**src/hdl/mlr_pkg.sv**
```systemverilog
// Shared types and constants for the merged likelihood ratio block.
`timescale 1ns / 1ps

package mlr_pkg;

  // Widths of the payload fields.
  localparam int FIELD_W = 32;
  localparam int CLASS_W = 7;

  // An exact sum of two likelihoods needs one bit more than a likelihood.
  localparam int MRG_W = FIELD_W + 1;

  // The three-operand ratio difference stays exact at this width.
  localparam int RATIO_CALC_W = MRG_W + 3;

  // Saturation compares are done at this width.
  localparam int SAT_CMP_W = 64;

  // Depth of the queue between the front and the back.
  localparam int QUEUE_DEPTH = 2;

  typedef logic signed [FIELD_W-1:0] lik_t;
  typedef logic [CLASS_W-1:0] class_t;
  typedef logic signed [MRG_W-1:0] mrg_t;

  // One classified element as it travels from the front to the back.
  typedef struct packed {
    mrg_t   merged;
    lik_t   field_lik;
    lik_t   cell_loglik;
    class_t field_class;
    class_t cell_class;
    class_t cls;
    logic   first;
    logic   last;
    logic   bad;
    logic   hit_field;
    logic   hit_cell;
  } item_t;

endpackage

```
**src/hdl/mlr_front.sv**
```systemverilog
// Front end: accepts elements, counts positions, forms the saturated merged sum and classifies each element.
`timescale 1ns / 1ps

module mlr_front #(
  parameter int LIK_WIDTH = 32
) (
  input  logic           clk,
  input  logic           rst,
  input  mlr_pkg::class_t n_classes,
  input  logic           in_valid,
  output logic           in_stall,
  input  mlr_pkg::lik_t  field_lik,
  input  mlr_pkg::lik_t  cell_loglik,
  input  mlr_pkg::class_t field_class,
  input  mlr_pkg::class_t cell_class,
  output logic           push,
  output mlr_pkg::item_t push_item,
  input  logic           queue_full
);
  import mlr_pkg::*;

  localparam logic signed [SAT_CMP_W-1:0] SAT_HI =
    (SAT_CMP_W'(1) <<< (LIK_WIDTH - 1)) - SAT_CMP_W'(1);
  localparam logic signed [SAT_CMP_W-1:0] SAT_LO = -SAT_HI - SAT_CMP_W'(1);

  class_t element_count;
  class_t element_count_next;

  logic [CLASS_W:0]             cls_wide;
  logic                         is_last;
  mrg_t                         sum;
  logic signed [SAT_CMP_W-1:0]  sum_ext;
  mrg_t                         merged;
  logic                         bad;

  // A transfer happens whenever an element is offered and the queue has room.
  assign in_stall = queue_full;
  assign push     = in_valid && !queue_full;

  // Position of this element within the vector, one-based.
  assign cls_wide = {1'b0, element_count} + (CLASS_W + 1)'(1);
  assign is_last  = cls_wide >= {1'b0, n_classes};

  // Exact sum, then saturation to the likelihood width.
  assign sum     = mrg_t'(field_lik) + mrg_t'(cell_loglik);
  assign sum_ext = SAT_CMP_W'(sum);
  always_comb begin
    if (sum_ext > SAT_HI) begin
      merged = MRG_W'(SAT_HI);
    end else if (sum_ext < SAT_LO) begin
      merged = MRG_W'(SAT_LO);
    end else begin
      merged = sum;
    end
  end

  // A class number of zero or beyond the vector length is flagged.
  assign bad = (field_class == '0) || (field_class > n_classes) ||
               (cell_class == '0) || (cell_class > n_classes);

  // Classified element handed to the queue.
  always_comb begin
    push_item.merged      = merged;
    push_item.field_lik   = field_lik;
    push_item.cell_loglik = cell_loglik;
    push_item.field_class = field_class;
    push_item.cell_class  = cell_class;
    push_item.cls         = cls_wide[CLASS_W-1:0];
    push_item.first       = (element_count == '0);
    push_item.last        = is_last;
    push_item.bad         = bad;
    push_item.hit_field   = (cls_wide == {1'b0, field_class});
    push_item.hit_cell    = (cls_wide == {1'b0, cell_class});
  end

  // Element counter wraps after the last element of a vector.
  always_comb begin
    element_count_next = element_count;
    if (push) begin
      element_count_next = is_last ? '0 : cls_wide[CLASS_W-1:0];
    end
  end

  always_ff @(posedge clk) begin
    if (rst) begin
      element_count <= '0;
    end else begin
      element_count <= element_count_next;
    end
  end

endmodule

```
**src/hdl/mlr_queue.sv**
```systemverilog
// Short queue of classified elements between the front and the back.
`timescale 1ns / 1ps

module mlr_queue (
  input  logic           clk,
  input  logic           rst,
  input  logic           push,
  input  mlr_pkg::item_t push_item,
  output logic           full,
  input  logic           pop,
  output mlr_pkg::item_t pop_item,
  output logic           not_empty
);
  import mlr_pkg::*;

  localparam int PTR_W = (QUEUE_DEPTH > 1) ? $clog2(QUEUE_DEPTH) : 1;
  localparam int CNT_W = $clog2(QUEUE_DEPTH + 1);

  item_t             entries [QUEUE_DEPTH];
  logic [PTR_W-1:0]  wr_ptr;
  logic [PTR_W-1:0]  rd_ptr;
  logic [CNT_W-1:0]  fill;

  assign full      = (fill == CNT_W'(QUEUE_DEPTH));
  assign not_empty = (fill != '0);
  assign pop_item  = entries[rd_ptr];

  // Entry storage.
  always_ff @(posedge clk) begin
    if (push) begin
      entries[wr_ptr] <= push_item;
    end
  end

  // Pointers and fill level.
  always_ff @(posedge clk) begin
    if (rst) begin
      wr_ptr <= '0;
      rd_ptr <= '0;
      fill   <= '0;
    end else begin
      if (push) begin
        wr_ptr <= (wr_ptr == PTR_W'(QUEUE_DEPTH - 1)) ? '0 : wr_ptr + PTR_W'(1);
      end
      if (pop) begin
        rd_ptr <= (rd_ptr == PTR_W'(QUEUE_DEPTH - 1)) ? '0 : rd_ptr + PTR_W'(1);
      end
      if (push && !pop) begin
        fill <= fill + CNT_W'(1);
      end else if (pop && !push) begin
        fill <= fill - CNT_W'(1);
      end
    end
  end

endmodule

```
**src/hdl/mlr_back.sv**
```systemverilog
// Back end: running maximum, class captures, ratio and the output register.
`timescale 1ns / 1ps

module mlr_back #(
  parameter int LIK_WIDTH = 32
) (
  input  logic            clk,
  input  logic            rst,
  input  logic            queue_valid,
  input  mlr_pkg::item_t  queue_item,
  output logic            pop,
  output logic            out_valid,
  input  logic            out_stall,
  output mlr_pkg::lik_t   merged_lik,
  output mlr_pkg::class_t best_class,
  output mlr_pkg::lik_t   ratio,
  output logic            last,
  output logic            class_error
);
  import mlr_pkg::*;

  localparam logic signed [SAT_CMP_W-1:0] SAT_HI =
    (SAT_CMP_W'(1) <<< (LIK_WIDTH - 1)) - SAT_CMP_W'(1);
  localparam logic signed [SAT_CMP_W-1:0] SAT_LO = -SAT_HI - SAT_CMP_W'(1);

  typedef logic signed [RATIO_CALC_W-1:0] calc_t;

  // Stage one: element just applied to the running state.
  logic   s1_valid;
  item_t  s1_item;

  // Running state of the current vector.
  mrg_t   running_max;
  class_t max_class;
  lik_t   cell_at_field_class;
  lik_t   cell_at_cell_class;
  lik_t   field_at_field_class;
  lik_t   field_at_cell_class;

  logic   s2_load;
  logic   s1_ready;

  calc_t                        op_a;
  calc_t                        op_b;
  calc_t                        op_c;
  calc_t                        diff;
  logic signed [SAT_CMP_W-1:0]  diff_ext;
  lik_t                         ratio_sat;
  class_t                       best_sel;
  lik_t                         ratio_sel;

  // Pipeline flow: the output register loads when empty or being drained.
  assign s2_load  = s1_valid && (!out_valid || !out_stall);
  assign s1_ready = !s1_valid || s2_load;
  assign pop      = queue_valid && s1_ready;

  // Stage one control.
  always_ff @(posedge clk) begin
    if (rst) begin
      s1_valid <= 1'b0;
    end else if (s1_ready) begin
      s1_valid <= queue_valid;
    end
  end

  // Stage one payload and the running state, updated on each pop.
  always_ff @(posedge clk) begin
    if (rst) begin
      running_max          <= '0;
      max_class            <= CLASS_W'(1);
      cell_at_field_class  <= '0;
      cell_at_cell_class   <= '0;
      field_at_field_class <= '0;
      field_at_cell_class  <= '0;
    end else if (pop) begin
      if (queue_item.first) begin
        running_max <= queue_item.merged;
        max_class   <= CLASS_W'(1);
      end else if (queue_item.merged > running_max) begin
        running_max <= queue_item.merged;
        max_class   <= queue_item.cls;
      end
      // A capture at a class position takes precedence over the vector clear.
      if (queue_item.hit_field) begin
        cell_at_field_class  <= queue_item.cell_loglik;
        field_at_field_class <= queue_item.field_lik;
      end else if (queue_item.first) begin
        cell_at_field_class  <= '0;
        field_at_field_class <= '0;
      end
      if (queue_item.hit_cell) begin
        cell_at_cell_class  <= queue_item.cell_loglik;
        field_at_cell_class <= queue_item.field_lik;
      end else if (queue_item.first) begin
        cell_at_cell_class  <= '0;
        field_at_cell_class <= '0;
      end
    end
  end

  always_ff @(posedge clk) begin
    if (pop) begin
      s1_item <= queue_item;
    end
  end

  // Ratio operands depend on where the maximum lies.
  always_comb begin
    if (max_class == s1_item.field_class) begin
      op_a = calc_t'(cell_at_field_class);
      op_b = calc_t'(cell_at_cell_class);
      op_c = '0;
    end else if (max_class == s1_item.cell_class) begin
      op_a = calc_t'(field_at_cell_class);
      op_b = calc_t'(field_at_field_class);
      op_c = '0;
    end else begin
      op_a = calc_t'(running_max);
      op_b = calc_t'(cell_at_cell_class);
      op_c = calc_t'(field_at_field_class);
    end
  end

  // Exact difference, then saturation to the likelihood width.
  assign diff     = op_a - op_b - op_c;
  assign diff_ext = SAT_CMP_W'(diff);
  always_comb begin
    if (diff_ext > SAT_HI) begin
      ratio_sat = FIELD_W'(SAT_HI);
    end else if (diff_ext < SAT_LO) begin
      ratio_sat = FIELD_W'(SAT_LO);
    end else begin
      ratio_sat = FIELD_W'(diff);
    end
  end

  // Decision on the last element; other elements report zero.
  always_comb begin
    best_sel  = '0;
    ratio_sel = '0;
    if (s1_item.last) begin
      if (s1_item.bad) begin
        best_sel = max_class;
      end else if (s1_item.field_class == s1_item.cell_class) begin
        best_sel = s1_item.field_class;
      end else begin
        best_sel  = max_class;
        ratio_sel = ratio_sat;
      end
    end
  end

  // Output register control.
  always_ff @(posedge clk) begin
    if (rst) begin
      out_valid <= 1'b0;
    end else if (s2_load) begin
      out_valid <= 1'b1;
    end else if (!out_stall) begin
      out_valid <= 1'b0;
    end
  end

  // Output register payload.
  always_ff @(posedge clk) begin
    if (s2_load) begin
      merged_lik  <= FIELD_W'(s1_item.merged);
      best_class  <= best_sel;
      ratio       <= ratio_sel;
      last        <= s1_item.last;
      class_error <= s1_item.bad;
    end
  end

  // A result that does not close a vector carries no decision.
  assert property (@(posedge clk) disable iff (rst)
    out_valid && !last |-> (best_class == '0) && (ratio == '0))
    else $error("decision fields set on a result that is not last");

  // A flagged last result never reports a ratio.
  assert property (@(posedge clk) disable iff (rst)
    out_valid && last && class_error |-> (ratio == '0))
    else $error("ratio reported with a class error");

  // An element held in stage one is not lost while the output is blocked.
  assert property (@(posedge clk) disable iff (rst)
    s1_valid && !s2_load |=> s1_valid)
    else $error("stage one element dropped");

  // The queue is only read while the element in stage one can move on.
  assert property (@(posedge clk) disable iff (rst)
    pop |-> s1_ready && queue_valid)
    else $error("queue read while stage one is blocked");

endmodule

```
**src/hdl/merged_likelihood_ratio.sv**
```systemverilog
// Top level of the merged likelihood ratio block.
`timescale 1ns / 1ps

// Merges a field and a cell log-likelihood vector (signed Q16.16) element by
// element and forms the log likelihood ratio of the merge. Elements arrive in
// class order; every transfer in gives one transfer out with the saturated
// sum, and the result of the final class element also carries the best class
// and the ratio. The block takes one element per clock cycle while the queue
// has room, set by the compare of each merged sum against the running maximum
// in the back end. From an input transfer to its result an element passes the
// front-to-back queue, the running-state update and the ratio and output
// register. A two-entry queue between front and back and the output register
// let input keep flowing while a result waits. num_classes is to be written by
// the user through cfg_write and cfg_data while idle; the block does not enforce
// this. Zero acts as one and values above MAX_CLASSES are clamped.
module merged_likelihood_ratio #(
  parameter int MAX_CLASSES = 64,
  parameter int LIK_WIDTH   = 32
) (
  input  logic            clk,
  input  logic            rst,
  input  logic            cfg_write,
  input  mlr_pkg::class_t cfg_data,
  input  logic            in_valid,
  output logic            in_stall,
  input  mlr_pkg::lik_t   field_lik,
  input  mlr_pkg::lik_t   cell_loglik,
  input  mlr_pkg::class_t field_class,
  input  mlr_pkg::class_t cell_class,
  output logic            out_valid,
  input  logic            out_stall,
  output mlr_pkg::lik_t   merged_lik,
  output mlr_pkg::class_t best_class,
  output mlr_pkg::lik_t   ratio,
  output logic            last,
  output logic            class_error
);
  import mlr_pkg::*;

  localparam int CLASS_MAX_CODE = (1 << CLASS_W) - 1;
  localparam class_t CLASS_CAP =
    CLASS_W'((MAX_CLASSES > CLASS_MAX_CODE) ? CLASS_MAX_CODE : MAX_CLASSES);

  class_t num_classes;
  class_t n_classes;

  logic   push;
  item_t  push_item;
  logic   queue_full;
  logic   pop;
  item_t  pop_item;
  logic   queue_valid;

  // Configuration register.
  always_ff @(posedge clk) begin
    if (rst) begin
      num_classes <= CLASS_W'(1);
    end else if (cfg_write) begin
      num_classes <= cfg_data;
    end
  end

  // Effective vector length.
  always_comb begin
    if (num_classes == '0) begin
      n_classes = CLASS_W'(1);
    end else if (num_classes > CLASS_CAP) begin
      n_classes = CLASS_CAP;
    end else begin
      n_classes = num_classes;
    end
  end

  mlr_front #(
    .LIK_WIDTH (LIK_WIDTH)
  ) u_front (
    .clk         (clk),
    .rst         (rst),
    .n_classes   (n_classes),
    .in_valid    (in_valid),
    .in_stall    (in_stall),
    .field_lik   (field_lik),
    .cell_loglik (cell_loglik),
    .field_class (field_class),
    .cell_class  (cell_class),
    .push        (push),
    .push_item   (push_item),
    .queue_full  (queue_full)
  );

  mlr_queue u_queue (
    .clk       (clk),
    .rst       (rst),
    .push      (push),
    .push_item (push_item),
    .full      (queue_full),
    .pop       (pop),
    .pop_item  (pop_item),
    .not_empty (queue_valid)
  );

  mlr_back #(
    .LIK_WIDTH (LIK_WIDTH)
  ) u_back (
    .clk         (clk),
    .rst         (rst),
    .queue_valid (queue_valid),
    .queue_item  (pop_item),
    .pop         (pop),
    .out_valid   (out_valid),
    .out_stall   (out_stall),
    .merged_lik  (merged_lik),
    .best_class  (best_class),
    .ratio       (ratio),
    .last        (last),
    .class_error (class_error)
  );

endmodule

```
**config.mk**
```make
export PLATFORM = sky130hd
export DESIGN_NAME = merged_likelihood_ratio
export DESIGN_NICKNAME = d
export VERILOG_FILES = /design/src/hdl/mlr_pkg.sv /design/src/hdl/mlr_front.sv /design/src/hdl/mlr_queue.sv /design/src/hdl/mlr_back.sv /design/src/hdl/merged_likelihood_ratio.sv
export SDC_FILE = /design/constraint.sdc
export NUM_CORES = 1
export LEC_CHECK = 0
export ABC_AREA = 1
export BUFFER_PORTS_ARGS = -buffer_cell sky130_fd_sc_hd__buf_2
export CELL_PAD_IN_SITES_DETAIL_PLACEMENT = 1
export CELL_PAD_IN_SITES_GLOBAL_PLACEMENT = 1
export CORE_UTILIZATION = 48
export DETAILED_ROUTE_END_ITERATION = 10
export PLACE_DENSITY_LB_ADDON = 0.12
export SLEW_MARGIN = 10
export SYNTH_ARGS = -nofsm -noshare
export SYNTH_HDL_FRONTEND = slang
export SYNTH_SLANG_ARGS = --single-unit
```
**constraint.sdc**
```tcl
create_clock -name clk -period 8.08 [get_ports clk]
set_clock_uncertainty 0.15 [all_clocks]
set_input_delay 1.212 -clock clk [delete_from_list [all_inputs] [get_ports clk]]
set_output_delay 1.212 -clock clk [all_outputs]
set_load 0.1 [all_outputs]
```
==> flow_summary.yaml <==
synthesis:
  synth_area_leaders: "edfxtp_1, dfxtp_1, nand2_1"
  syn-num-nets: 3187
  netlist_area_um2: 27900
  synthArstFlopShare_pct: 0
  syn_inst: 2940
  synth_ff_type: "edfxtp_1"
  ys_types: 55
  synth_top_cell_area_share_pct: 39.5
  synth_edf_count: 367
  synth_area_leader_cell: "edfxtp_1"
  ys_seq_elements: 556
  yosys_warnings: 0
  avgSynthCellArea_um2: 9.50
  synth_seq_area_share_pct: 53.0
finish:
  fillers: 6573
  nNetsFinal: 3330
  drive_above_1_share_pct: 14.5
  syn2layout_area_growth_pct: 13.0
  final_util_pct: 54.8
place:
  port_buffers: 164
  place_hpwl_um: 58700
  place_ws_ns: 1.79
  place_congestion: 0.928
run:
  maxCapViolations: 0
timing:
  whs_ns: 0.269
  timing.fmax_ghz: 0.159
  finalMaxSlewViolations: 0
  hold_violations: 0
  relSlewSlack_pct: 26.4
  setup_slack_ns: 1.77
  fin_setup_tns_ns: 0
  grt_setup_unrepaired: "false"
  finalCritPeriodShare_pct: 78.0
  final.min_clock_period_ns: 6.31
  worst_pin_slew_ns: 1.10
  finalSetupViolCount: 0
global_route:
  grt_pass1_vias: 22700
  grt_overflow_total: 0
  grt_max_degree: 75
  grt_pass1_wl_um: 128000
  antenna_found_initial: 3
  grt_use_total_pct: 27.8
floorplanning:
  rows: 88
  die_w_um: 243
  coreArea_um2: 57600
  initial_core_util_pct: 48.5
  ios: 165
  die-area_um2: 59100
  die_y_um: 243
clock_network:
  post-cts-setup-buffer-count: 0
  clk_pin_slew_worst_paths_ns: 0.06
  cts-buffers-inserted: 59
  worstSkewPairLatency_ns: 0.64
  cts_buffer_depth: 3
  ctsHoldBuffers: 0
  clock_sinks: 556
  root_buffer: "clkbuf_16"
  htree_levels: 2
  cts_tree: "done"
  cts_resized: 0
critical_path:
  cpMostUsedCell: "nand2_1"
  r2r-start: "u_back.s1_item[12]$_DFFE_PP_"
  critical_path_arrival_ns: 6.63
  worstPathRequired_ns: 8.41
  rrSetupSlack_ns: 1.77
  worstSetupPathType: "reg -> reg"
  cp_num_buf_inv: 4
  crit_fanout: 30
  critPathCaptureType: "register"
  cp-startpoint: "u_back.s1_item[12]$_DFFE_PP_"
  cpPeakStageDelay_ns: 0.73
  cp_top_family: "simple AND/OR/NAND/NOR gates"
  startpoint_type: "register"
  cp_slowest_cell: "nand2_1"
hold_path:
  hp-start: "u_back.s1_item[120]$_DFFE_PP_"
  hp-class: "reg -> reg"
detailed_routing:
  drc: 0
  final_antenna_net_count: 0
  drt_wl_total_um: 81400
  post_drt_wl_per_cell_um: 20.9
  vias_per_cell: 5.45
  drt_iter0_markers: 1063
  drtPass1Iterations: 5
  vias: 21300
run_status:
  status: "completed"
[sequential cells by signal, indices dropped and copies added (netlist names), named ones only]
signal / cells
num_classes: 7
u_back.field_at_field_class: 32
u_back.field_at_cell_class: 32
u_back.ratio: 32
u_back.running_max: 33
u_queue.fill: 2
u_back.best_class: 7
u_back.cell_at_field_class: 32
u_back.s1_item: 48
u_back.s1_valid: 1
u_back.out_valid: 1
u_back.max_class: 7
u_back.cell_at_cell_class: 32
u_queue.entries: 246
u_queue.rd_ptr: 1
u_back.class_error: 1
u_queue.wr_ptr: 1
u_front.element_count: 7
u_back.last: 1
u_back.merged_lik: 32
[synthesized netlist by cell type (all sizes together) (3+ instances only)]
cell	count
mux2i	4
xor2	49
o21ai	222
nand3	76
a21boi	8
inv	332
nand4	17
edfxtp	367
a211oi	5
a21oi	311
nor4	7
nand2	660
and2	5
nor3	51
nor2	183
or2	7
nand3b	3
dfxtp	189
o221ai	4
buf	20
mux2	86
o211ai	4
a21o	5
a221oi	3
ha	123
o31ai	3
a31oi	8
fa	34
xnor2	30
clkbuf	94
o21bai	13
o21a	9
[final timing paths]
check	to	cells past startpoint
max	u_back.ratio[4]$_SDFFCE_PP0P_	30
min	u_back.merged_lik[30]$_DFFE_PP_	0
max reg2reg	u_back.ratio[4]$_SDFFCE_PP0P_	30
min reg2reg	u_back.merged_lik[30]$_DFFE_PP_	0
[kinds of logic after synthesis]
logic type | Yosys count | share of synthesized area (%)
xor gates and xnor gates | 79 | 2.50
and+or+nand+nor | 1011 | 14.8
AOI/OAI and AO/OA | 599 | 11.9
DFF | 556 | 53.0
buffers and inverters | 448 | 6.23
adders and majority gates | 157 | 7.95
muxes | 90 | 3.61
[layer usage]
layer / global-route usage, % / part of all wire, %
met5: 0 / 0.016
met4: 9.36 / 3.2
met3: 3.34 / 3.6
met2: 49.0 / 50
met1: 35.1 / 43
[cell usage in the layout (no fill, tap or decap), types with 17 or more instances in the layout]
master and instances:
nand2_1 646, edfxtp_1 367, inv_1 325, a21oi_1 276, o21ai_0 203, dfxtp_1 188
nor2_1 176, buf_2 163, ha_1 123, mux2_2 86, nand3_1 74, clkbuf_16 59
nor3_1 51, xor2_1 48, fa_1 34, a21oi_2 33, buf_4 33, xnor2_1 30
nand4_1 17
[worst reg2reg max path: cells and delay by family, from the launching register on]
kind	cells	cell delay (ns)
AND/OR/NAND/NOR	20	3.42
AO/OA/AOI/OAI	4	0.74
adder cells (fa/ha/maj)	2	0.92
buffers and inverters	4	0.53
flip-flops	1	0.41
[metrics by stage]
step	cells	cell area, um2
2_1_floorplan	2940	27900
3_3_place_gp	3787	29500
3_5_place_dp	3787	29500
4_1_cts	3898	31500
5_1_grt	3900	31500
6_report	3900	31500
[final cells by class]
cell class	instances	area, um2	share of cell area (%)
Antenna cell	2	5.00	0.0159
Clock inverter	40	450	1.43
Clock buffer	71	1550	4.92
Inverter	334	1250	3.98
Timing Repair Buffer	196	1060	3.37
Tap cell	765	957	3.03
Multi-Input combinational cell	1936	11400	36.3
Sequential cell	556	14800	46.9
Power is not shown: default switching activity piles up to over one toggle a cycle in this logic, so the estimate is an artifact.
